$ cat src/first_fit_heap_allocator_core_assert.svh
// Assertion macros for the first-fit heap allocator core.
// Included by the modules that carry concurrent assertions; no other dependency.
`ifndef FIRST_FIT_HEAP_ALLOCATOR_CORE_ASSERT_SVH
`define FIRST_FIT_HEAP_ALLOCATOR_CORE_ASSERT_SVH
`ifndef SYNTHESIS
`define FFHA_ASSERT(lbl, clk, rst_n, prop) \
    lbl: assert property (@(posedge clk) disable iff (!rst_n) prop) \
        else $error("ffha assertion failed");
`define FFHA_ASSERT_NR(lbl, clk, prop) \
    lbl: assert property (@(posedge clk) prop) else $error("ffha assertion failed");
`else
`define FFHA_ASSERT(lbl, clk, rst_n, prop)
`define FFHA_ASSERT_NR(lbl, clk, prop)
`endif
`endif

$ cat src/ffha_pkg.sv
// Shared types, constants, status and datapath operation codes of the heap allocator.
// No dependencies.
`default_nettype none

package ffha_pkg;

    localparam int HEAP_BYTES   = 4096;
    localparam int HEADER_BYTES = 2;
    localparam int ADDR_W       = $clog2(HEAP_BYTES);
    localparam int WORD_W       = ADDR_W + 1;
    localparam int POS_W        = ADDR_W + 2;
    localparam int FIELD_W      = 12;
    localparam int STATUS_W     = 3;
    localparam int OP_W         = 4;

    typedef logic [ADDR_W-1:0]          t_addr;
    typedef logic signed [WORD_W-1:0]   t_word;
    typedef logic [WORD_W-1:0]          t_mag;
    typedef logic [POS_W-1:0]           t_pos;
    typedef logic [FIELD_W-1:0]         t_field;
    typedef logic [STATUS_W-1:0]        t_status;
    typedef logic [OP_W-1:0]            t_op;

    localparam t_status ST_OK           = 3'd0;
    localparam t_status ST_BAD_SIZE     = 3'd1;
    localparam t_status ST_NO_SPACE     = 3'd2;
    localparam t_status ST_NOT_FOUND    = 3'd3;
    localparam t_status ST_ALREADY_FREE = 3'd4;

    localparam t_pos   POS_HEAP   = POS_W'(HEAP_BYTES);
    localparam t_pos   POS_HDR    = POS_W'(HEADER_BYTES);
    localparam t_field MAX_REQ    = FIELD_W'(HEAP_BYTES - HEADER_BYTES);
    localparam t_word  WORD_RESET = WORD_W'(-(HEAP_BYTES - HEADER_BYTES));

    localparam t_op OP_NONE    = 4'd0;
    localparam t_op OP_INIT    = 4'd1;
    localparam t_op OP_CAPTURE = 4'd2;
    localparam t_op OP_START   = 4'd3;
    localparam t_op OP_AWALK   = 4'd4;
    localparam t_op OP_AFIT    = 4'd5;
    localparam t_op OP_AHEAD   = 4'd6;
    localparam t_op OP_FWALK   = 4'd7;
    localparam t_op OP_FMERGE  = 4'd8;

    typedef struct packed {
        logic bad_alloc;
        logic is_free;
        logic fit;
        logic walk_end;
        logic split;
        logic hit;
        logic blk_alloc;
    } t_dp_stat;

    function automatic t_mag word_mag(input t_word w);
        t_mag m;
        m = w[WORD_W-1] ? t_mag'(-w) : t_mag'(w);
        return m;
    endfunction

    function automatic t_word neg_word(input t_pos m);
        t_pos n;
        n = ~m + t_pos'(1);
        return t_word'(n);
    endfunction

endpackage

`default_nettype wire

$ cat src/ffha_ctrl.sv
// Request sequencer of the heap allocator: walks, fits, splits and merges.
// Depends on ffha_pkg and the assertion macro header.
`default_nettype none
`include "first_fit_heap_allocator_core_assert.svh"

module ffha_ctrl (
    input  wire                 i_clk,
    input  wire                 i_rst_n,
    input  wire                 i_in_valid,
    input  wire                 i_out_free,
    input  ffha_pkg::t_dp_stat  i_stat,
    output ffha_pkg::t_op       o_op,
    output logic                o_in_ready,
    output logic                o_done
);

    localparam logic [3:0] S_INIT   = 4'd0;
    localparam logic [3:0] S_IDLE   = 4'd1;
    localparam logic [3:0] S_CHECK  = 4'd2;
    localparam logic [3:0] S_AWALK  = 4'd3;
    localparam logic [3:0] S_AFIT   = 4'd4;
    localparam logic [3:0] S_AHEAD  = 4'd5;
    localparam logic [3:0] S_FWALK  = 4'd6;
    localparam logic [3:0] S_FMERGE = 4'd7;
    localparam logic [3:0] S_DONE   = 4'd8;

    logic [3:0] r_state;
    logic [3:0] n_state;

    always_comb begin
        n_state    = r_state;
        o_op       = ffha_pkg::OP_NONE;
        o_in_ready = 1'b0;
        o_done     = 1'b0;
        case (r_state)
            S_INIT: begin
                o_op    = ffha_pkg::OP_INIT;
                n_state = S_IDLE;
            end
            S_IDLE: begin
                o_in_ready = 1'b1;
                if (i_in_valid) begin
                    o_op    = ffha_pkg::OP_CAPTURE;
                    n_state = S_CHECK;
                end
            end
            S_CHECK: begin
                o_op = ffha_pkg::OP_START;
                if (i_stat.bad_alloc) begin
                    n_state = S_DONE;
                end else if (i_stat.is_free) begin
                    n_state = S_FWALK;
                end else begin
                    n_state = S_AWALK;
                end
            end
            S_AWALK: begin
                o_op = ffha_pkg::OP_AWALK;
                if (i_stat.fit) begin
                    n_state = S_AFIT;
                end else if (i_stat.walk_end) begin
                    n_state = S_DONE;
                end
            end
            S_AFIT: begin
                o_op    = ffha_pkg::OP_AFIT;
                n_state = i_stat.split ? S_AHEAD : S_DONE;
            end
            S_AHEAD: begin
                o_op    = ffha_pkg::OP_AHEAD;
                n_state = S_DONE;
            end
            S_FWALK: begin
                o_op = ffha_pkg::OP_FWALK;
                if (i_stat.hit) begin
                    n_state = i_stat.blk_alloc ? S_FMERGE : S_DONE;
                end else if (i_stat.walk_end) begin
                    n_state = S_DONE;
                end
            end
            S_FMERGE: begin
                o_op    = ffha_pkg::OP_FMERGE;
                n_state = S_DONE;
            end
            S_DONE: begin
                if (i_out_free) begin
                    o_done  = 1'b1;
                    n_state = S_IDLE;
                end
            end
            default: begin
                n_state = S_INIT;
            end
        endcase
    end

    always_ff @(posedge i_clk) begin
        if (!i_rst_n) begin
            r_state <= S_INIT;
        end else begin
            r_state <= n_state;
        end
    end

    `FFHA_ASSERT(a_ready_done_excl, i_clk, i_rst_n, !(o_in_ready && o_done))
    `FFHA_ASSERT(a_capture_then_start, i_clk, i_rst_n, (r_state == S_IDLE && i_in_valid) |=> o_op == ffha_pkg::OP_START)
    `FFHA_ASSERT(a_done_then_ready, i_clk, i_rst_n, o_done |=> o_in_ready)

endmodule

`default_nettype wire

$ cat config.mk
export PLATFORM = sky130hd
export DESIGN_NAME = ffha_ctrl
export DESIGN_NICKNAME = d
export VERILOG_FILES = /design/src/ffha_pkg.sv /design/src/ffha_ctrl.sv
export VERILOG_INCLUDE_DIRS = /design/src /design/src/src
export SDC_FILE = /design/constraint.sdc
export NUM_CORES = 1
export LEC_CHECK = 0
export ABC_AREA = 1
export ABC_CLOCK_PERIOD_IN_PS = 1700
export BUFFER_PORTS_ARGS = -buffer_cell sky130_fd_sc_hd__buf_2
export CORE_AREA = 2 2 39 41
export DETAILED_ROUTE_END_ITERATION = 8
export DIE_AREA = 0 0 41 43
export HOLD_SLACK_MARGIN = 0.12
export PLACE_DENSITY = 0.53
export SYNTH_ARGS = -nofsm -noshare
export SYNTH_HDL_FRONTEND = slang
export SYNTH_SLANG_ARGS = --single-unit
$ cat constraint.sdc
create_clock -name i_clk -period 1.7 [get_ports i_clk]
set_clock_uncertainty 0.2 [all_clocks]
set_input_delay 0.255 -clock i_clk [delete_from_list [all_inputs] [get_ports i_clk]]
set_output_delay 0.255 -clock i_clk [all_outputs]
set_load 0.01 [all_outputs]
[Yosys cells after proc, flatten, opt, wreduce, memory -nomap -nowiden]
Index checks and enable logic that the tools add are counted.
Cells by class
  equal/unequal tests: 10
  muxes and demuxes: 15
  reductions and logical operators: 3
Operators by type and width (number)
  4-bit one-hot mux with 8 select lines: 2
  4-bit 2-to-1 mux: 8
  4-bit by 3-bit equality test with 1-bit output, second input constant: 4
  4-bit by 2-bit equality test with 1-bit output, second input constant: 2
  4-bit by 1-bit equality test with 1-bit output, second input constant: 1
  4-bit equality test, second input constant: 1
  4-bit logical NOT: 1
  2-bit inequality test, second input constant: 2
  1-bit 2-to-1 mux: 3
  3-bit 2-to-1 mux: 1
  2-bit 2-to-1 mux: 1
  2-bit AND reduction: 1
  2-bit OR reduction: 1
Word-level totals
  flip-flop bits (word level): 4
  bits of input ports: 11
  output and inout port bits: 6
  logic and storage cells: 29

[Logic depth before layout (Yosys ltp)]
Gate-level depths: netlist (run 1).
  depth in word-level cells: 3
  depth in mapped cells: 9
  mapped depth without buffers: 9

[Worst setup path after synthesis (run 1)]
Ideal clock, no wire load.
  kind: reg2out
  start: register r_state[0]
  end: output o_op[1]
  data arrival time: 1057 ps
  path slack: 188 ps
  cell stages (with the launch flop): 3
  buffers on the path: 0
  path through: dfxtp_1 > nor2_1 > o311ai_0
On the way
  word-level cells in the longest chain between the ends: 2
  elaborated cells between the ends (all ways): 9
  classes of those cells: 7 x eq/ne; 1 x mux; 1 x reduce/logical
RTL lines
  start, declared: RTL line ffha_ctrl.sv:27  | logic [3:0] r_state;
  start signal, assigned: RTL line ffha_ctrl.sv:101  | r_state <= n_state;
  4-bit by 3-bit equality test with 1-bit output (tied with other cells): RTL line ffha_ctrl.sv:35  | case (r_state)
  4-bit one-hot mux with 8 select lines *: RTL line ffha_ctrl.sv:35
  end, declared: RTL line ffha_ctrl.sv:12  | output ffha_pkg::t_op o_op,
Mark *: on every way between the ends. The rest lies on a longest branch, timed or not.

[Worst setup path after layout (run 1)]
  start: register r_state[2]
  end: output o_op[1]
Same word-level chain as after synthesis.

==> flow_metrics.env, run 1 <==
export IMPL_switchingPower_mw=0.3147
export IMPL_tns_ns=0
export IMPL_fin_crit_sh=0.9923
export IMPL_cp_arrival_ns=1.23
export IMPL_tightest_slew_ns=0.2328
export IMPL_nNetsFinal=118
export IMPL_io_buffers=16
export IMPL_fin_cells=121
export IMPL_antenna_found_initial=0
export IMPL_post_drt_via_cell_ratio=4.554
export IMPL_gp_routability_congestion=0.7764
export IMPL_synthArstFlopShare=0
export IMPL_synthDistinctLibCells=18
export IMPL_hold_violations=0
export IMPL_antenna_left=0
export IMPL_synth_area_leaders="nand2_1 22%, dfxtp_1 19%, inv_1 12%, nor2_1 9.8%, nand3_1 4.7%"
export IMPL_largestRegisters="r_state (4)"
export IMPL_relSlewSlack=0.8423
export IMPL_final_util=0.4412
export IMPL_syn_area_um2=421.7
export IMPL_synth_most_common_cell="nand2_1"
export IMPL_yosysTopAreaCell="nand2_1"
export IMPL_synth_common_cells="25 x nand2_1, 13 x inv_1, 11 x nor2_1"
export IMPL_final_setup_viol_count=0
export IMPL_dpl_cell_area_um2=529.3
export IMPL_largest_register="r_state"
export IMPL_cts_tree="yes"
export IMPL_syn2layout_area_growth_pct=44.81
export IMPL_final_cell_area_um2=610.6
export IMPL_die_height_um=43
export IMPL_grt_pass1_vias=518
export IMPL_path_buf_inv=2
export IMPL_cts_buffer_depth=2
export IMPL_crit_chain="inv_2, nand2_2, nor3_4, nand2_1, o311ai_1, buf_2"
export IMPL_critPathTopFamily="simple AND/OR/NAND/NOR gates"
export IMPL_crit_path_top_delay_cell="dfxtp_2"
export IMPL_insertion_delay_ns=0.24
export IMPL_synth_top_area_share=0.2226
export IMPL_drt_first_pass_iters=4
export IMPL_syn_inst=81
export IMPL_drtIter0Drc=20
export IMPL_grt_max_degree=7
export IMPL_crit_path_max_incr_delay_ns=0.32
export IMPL_power_leakage_nw=0.3466
export IMPL_synth_nets=92
export IMPL_largest_reg_flops=4
export IMPL_power_total_mw=0.6831
export IMPL_design_portCount=17
export IMPL_core_area_um2=1384
export IMPL_initial_core_util=0.3047
export IMPL_dp_hpwl_um=946.9
export IMPL_grt_overflow=0
export IMPL_yosysSeqAreaShare=0.1899
export IMPL_drv_slew=0
export IMPL_ir_worst_vdd_mv=0.4269
export IMPL_worstPathRequired_ns=1.24
export IMPL_numCtsBuffers=3
export IMPL_endpoint_kind="primary output"
export IMPL_yosys_warnings=0
export IMPL_crit_type="register to primary output"
export IMPL_timing_final_crit_period_ns=1.687
export IMPL_max_freq_ghz=0.5928
export IMPL_seq_power_share=0.251
export IMPL_hp_class="input port to register"
export IMPL_preCtsSetupSlack_ns=0.1982
export IMPL_synth_edff_count=0
export IMPL_track_usage=0.1586
export IMPL_die_w_um=41
export IMPL_antenna_cells=0
export IMPL_pwr_share_clk=0.175
export IMPL_place_inst=114
export IMPL_drive_gt1_frac=0.4095
export IMPL_route_detailed_drc=0
export IMPL_synth_ff_type="dfxtp_1"
export IMPL_vias=551
export IMPL_wirelength_um=1119
export IMPL_ys_ff_latch=4
export IMPL_num_rows=14
export IMPL_cts_root_buf="clkbuf_4"
export IMPL_rsz0062_at_grt="true"
export IMPL_grt_pass1_wl_um=1904
export IMPL_die_area_um2=1763
export IMPL_cap_violations=0
export IMPL_avgSynthCellArea_um2=5.206
export IMPL_powerDensity_nw_per_um2=1119
export IMPL_htree_num_levels=1
export IMPL_clk_pin_slew_ns=0.03
export IMPL_cts_sinks=4
export IMPL_path_max_fanout=5
export IMPL_layout_setup_ws_ns=0.01317
export IMPL_switching_share=0.4608
export IMPL_detail_route_wl_per_cell_um=9.248
export IMPL_internal_power_mw=0.3683
export IMPL_status="finished, final reports clean"
export IMPL_holdWs_ns=0.2037
export IMPL_p_comb_frac=0.574
export IMPL_startpoint_type="register"
path summary, 6_finish.rpt:
| check | start | end | slack (ns) | depth (start not counted) |
|---|---|---|---|---|
| worst min register to register | r_state[3] | r_state[3] | 0.52 | 4 |
| worst min-delay path | i_stat[5] | r_state[2] | 0.20 | 5 |
| worst max register to register | r_state[1] | r_state[2] | 0.28 | 8 |
| worst max-delay path | r_state[2] | o_op[1] | 0.01 | 6 |
placed cells by master, fill, tap and decap left out, types with 4 or more instances in the layout:
cell type and instances:
nand2_1 24, buf_2 16, inv_1 11, nor2_1 9, inv_2 5, nor2_2 5, nand2_2 4, nand3_1 4
worst register-to-register path, cell delays in order, from the launching register on:
cell and delay, ns:
dfxtp_2 0.40, inv_2 0.05, nor2_2 0.14, nand2_1 0.13, nor2_2 0.12, nand2_1 0.06
nand2_1 0.05, inv_1 0.04, a31oi_1 0.15
routing by layer:
| metal | part of all wire | GRT usage | vias up |
|---|---|---|---|
| li1 | - | - | 297 |
| met1 | 0.43 | 0.1704 | 233 |
| met2 | 0.50 | 0.2719 | 19 |
| met3 | 0.056 | 0.03141 | 2 |
| met4 | 0.013 | 0.08000 | 0 |
| met5 | 0 | 0 | - |
area by class of cell:
| cell class | instances | area (um2) |
|---|---|---|
| Fill cell | 165 | 773.2 |
| Sequential cell | 4 | 87.58 |
| Tap cell | 16 | 20.02 |
| Inverter | 18 | 70.07 |
| Timing Repair Buffer | 21 | 122.6 |
| Multi-Input combinational cell | 59 | 287.8 |
| Clock buffer | 3 | 22.52 |
repair_timing:
item | 4_1_cts | 5_1_grt
pin swaps | 0 | 2
setup buffers | 0 | 2
endpoints found under the hold margin | 3 | 0
hold buffers | 2 | 0
gates resized for setup | 5 | 8
endpoints found under the setup margin | 1 | 2
kinds of logic (layout without fill, tap and decap cells):
family                 Yosys count  in the layout  share of synthesized area
and+or+nand+nor                 52             52                     0.5490
buffers and inverters           18             42                     0.1602
AOI/OAI and AO/OA                7              7                     0.1009
DFF                              4              4                     0.1899
power by group through the flow:
| stage | logic (mW) | registers, mW | clock network, mW |
|---|---|---|---|
| final | 0.392 | 0.172 | 0.119 |
| after global placement | 0.367 | 0.156 | 0 |
| after CTS | 0.370 | 0.163 | 0.121 |
| after global routing | 0.451 | 0.177 | 0.130 |
| after floorplan | 0.246 | 0.151 | 0 |
| after detailed placement | 0.363 | 0.158 | 0 |
Note: power is estimated with default switching activity, not from simulation.
==> run 2, diff against run 1 <==
--- a/config.mk
+++ b/config.mk
@@ -9,11 +9,10 @@
 export ABC_AREA = 1
 export ABC_CLOCK_PERIOD_IN_PS = 1700
 export BUFFER_PORTS_ARGS = -buffer_cell sky130_fd_sc_hd__buf_2
-export CORE_AREA = 2 2 39 41
+export CORE_UTILIZATION = 25
 export DETAILED_ROUTE_END_ITERATION = 8
-export DIE_AREA = 0 0 41 43
 export HOLD_SLACK_MARGIN = 0.12
-export PLACE_DENSITY = 0.53
+export SLEW_MARGIN = 30
 export SYNTH_ARGS = -nofsm -noshare
 export SYNTH_HDL_FRONTEND = slang
 export SYNTH_SLANG_ARGS = --single-unit
==> run 2 against run 1 <==
Compared with the run above: global-route usage down 2.4 points; non-clock buffer count rose by 1; routed wire length rose by 4.2%; die area rose by 5.2%; first-iteration DRC count down 55%; count of clock-buffer cells in the layout stayed put; largest cell class unchanged.
==> flow_metrics.env, run 2 (synthesized netlist as in run 1, its figures left out) <==
export IMPL_gp_routability_congestion=0.8781
export IMPL_worstPathRequired_ns=1.24
export IMPL_die_area_um2=1855
export IMPL_timing_final_crit_period_ns=1.695
export IMPL_largest_reg_flops=4
export IMPL_crit_chain="nor2_1, nand2_1, nor3_1, buf_2"
export IMPL_drv_slew=0
export IMPL_power_leakage_nw=0.3513
export IMPL_max_freq_ghz=0.5900
export IMPL_layout_commonest_cell="nand2_1"
export IMPL_crit_path_max_incr_delay_ns=0.34
export IMPL_vias=571
export IMPL_path_buf_inv=1
export IMPL_die_height_um=43.07
export IMPL_grt_pass1_wl_um=1952
export IMPL_antenna_found_initial=0
export IMPL_io_buffers=16
export IMPL_initial_core_util=0.2735
export IMPL_min_to="r_state[0]"
export IMPL_cp_arrival_ns=1.24
export IMPL_syn2layout_area_growth_pct=46.59
export IMPL_drt_first_pass_iters=4
export IMPL_insertion_delay_ns=0.23
export IMPL_powerDensity_nw_per_um2=1115
export IMPL_nNetsFinal=119
export IMPL_crit_path_top_delay_cell="dfxtp_2"
export IMPL_hold_depth=4
export IMPL_endpoint_kind="primary output"
export IMPL_status="finished, final reports clean"
export IMPL_detail_route_wl_per_cell_um=9.557
export IMPL_cts_tree="yes"
export IMPL_relSlewSlack=0.8319
export IMPL_design_portCount=17
export IMPL_largest_register="r_state"
export IMPL_antenna_cells=0
export IMPL_reg2reg_setup_slack_ns=0.16
export IMPL_dp_hpwl_um=981
export IMPL_clk_pin_slew_ns=0.04
export IMPL_wirelength_um=1166
export IMPL_critPathTopFamily="simple AND/OR/NAND/NOR gates"
export IMPL_final_setup_viol_count=0
export IMPL_r2r_start="r_state[2]"
export IMPL_num_rows=14
export IMPL_grt_pass1_vias=540
export IMPL_holdWs_ns=0.1186
export IMPL_antenna_left=0
export IMPL_drive_gt1_frac=0.4057
export IMPL_die_w_um=43.07
export IMPL_grt_overflow=0
export IMPL_fin_crit_sh=0.9969
export IMPL_cts_buffer_depth=2
export IMPL_numCtsBuffers=3
export IMPL_htree_num_levels=1
export IMPL_post_drt_via_cell_ratio=4.680
export IMPL_seqCellArea_um2=87.58
export IMPL_r2r_end="r_state[0]"
export IMPL_final_cell_mix="24 x nand2_1, 16 x buf_2, 11 x nor2_1, 11 x inv_1, 5 x buf_4"
export IMPL_startpoint_type="register"
export IMPL_crit_type="register to primary output"
export IMPL_multi_input_area_um2=287.8
export IMPL_fillers=175
export IMPL_core_area_um2=1541
export IMPL_track_usage=0.1348
export IMPL_drtIter0Drc=9
export IMPL_tns_ns=0
export IMPL_path_max_fanout=6
export IMPL_cts_root_buf="clkbuf_4"
export IMPL_min_from="i_in_valid"
export IMPL_hp_class="input port to register"
export IMPL_reg2regPathDepth=9
export IMPL_cts_sinks=4
export IMPL_tightest_slew_ns=0.2513
export IMPL_grt_max_degree=7
export IMPL_largestRegisters="r_state (4)"
export IMPL_rsz0062_at_grt="true"
export IMPL_ir_worst_vdd_mv=0.3625
export IMPL_cap_violations=0
export IMPL_route_detailed_drc=0
export IMPL_hold_violations=0
-- run 2: stage by stage --
step	util	worst slack, ns	power, mW	std cells	area, um2
after floorplan	-	0.1881	0.3970	81	421.7
after global placement	0.3433	0.2345	0.5163	114	529.3
after detailed placement	0.3433	0.2085	0.5227	114	529.3
after CTS	0.3661	0.005210	0.6468	118	564.3
after global routing	0.4010	-0.06656	0.7488	122	618.1
final	0.4010	0.005223	0.6895	122	618.1
-- run 2: power by group --
part / total, mW / switching [mW] / internal [mW]
combinational: 0.404 / 0.237 / 0.167
clock: 0.115 / 0.0361 / 0.0788
sequential: 0.170 / 0.0447 / 0.126
-- run 2: layer usage --
metal / GRT usage / wire length, um / vias to the layer above
met3: 0.004255 / 64 / 4
li1: - / - / 301
met5: 0 / 0 / -
met1: 0.1410 / 485 / 241
met2: 0.2667 / 578 / 25
met4: 0.06667 / 38 / 0
-- run 2: cell type report --
| cell class | count | area share |
|---|---|---|
| multi-input combinational | 59 | 0.4656 |
| timing repair buffer | 22 | 0.2065 |
| sequential | 4 | 0.1417 |
| inverter | 18 | 0.1174 |
| clock buffer | 3 | 0.03644 |
| tap | 16 | 0.03239 |
-- run 2: worst reg2reg max path, stage by stage (launching register included) --
cell	delay [ns]
dfxtp_2	0.35
inv_4	0.05
buf_4	0.13
nor2_1	0.19
nand2_1	0.13
nor2_1	0.12
nor2_1	0.04
nand2_1	0.09
nand2_2	0.05
a21oi_1	0.11
-- run 2: worst max-delay path by stage --
stage | from | to | slack [ns] | cells after the start
after floorplan | r_state[0] | o_op[1] | 0.19 | 2
final | r_state[0] | o_done | 0.005 | 4
after CTS | r_state[3] | o_op[1] | 0.005 | 6
after global placement | r_state[3] | o_op[1] | 0.23 | 6
after detailed placement | r_state[3] | o_op[1] | 0.21 | 6
after global routing | r_state[3] | o_op[1] | -0.07 | 6
-- run 2: timing repair --
action / CTS / global route
pin swaps: 0 / 3
endpoints found under the hold margin: 3 / 0
gates cloned: 0 / 0
hold buffers: 1 / 0
setup endpoints to repair: 1 / 3
setup buffers: 0 / 4
resized for setup: 4 / 9
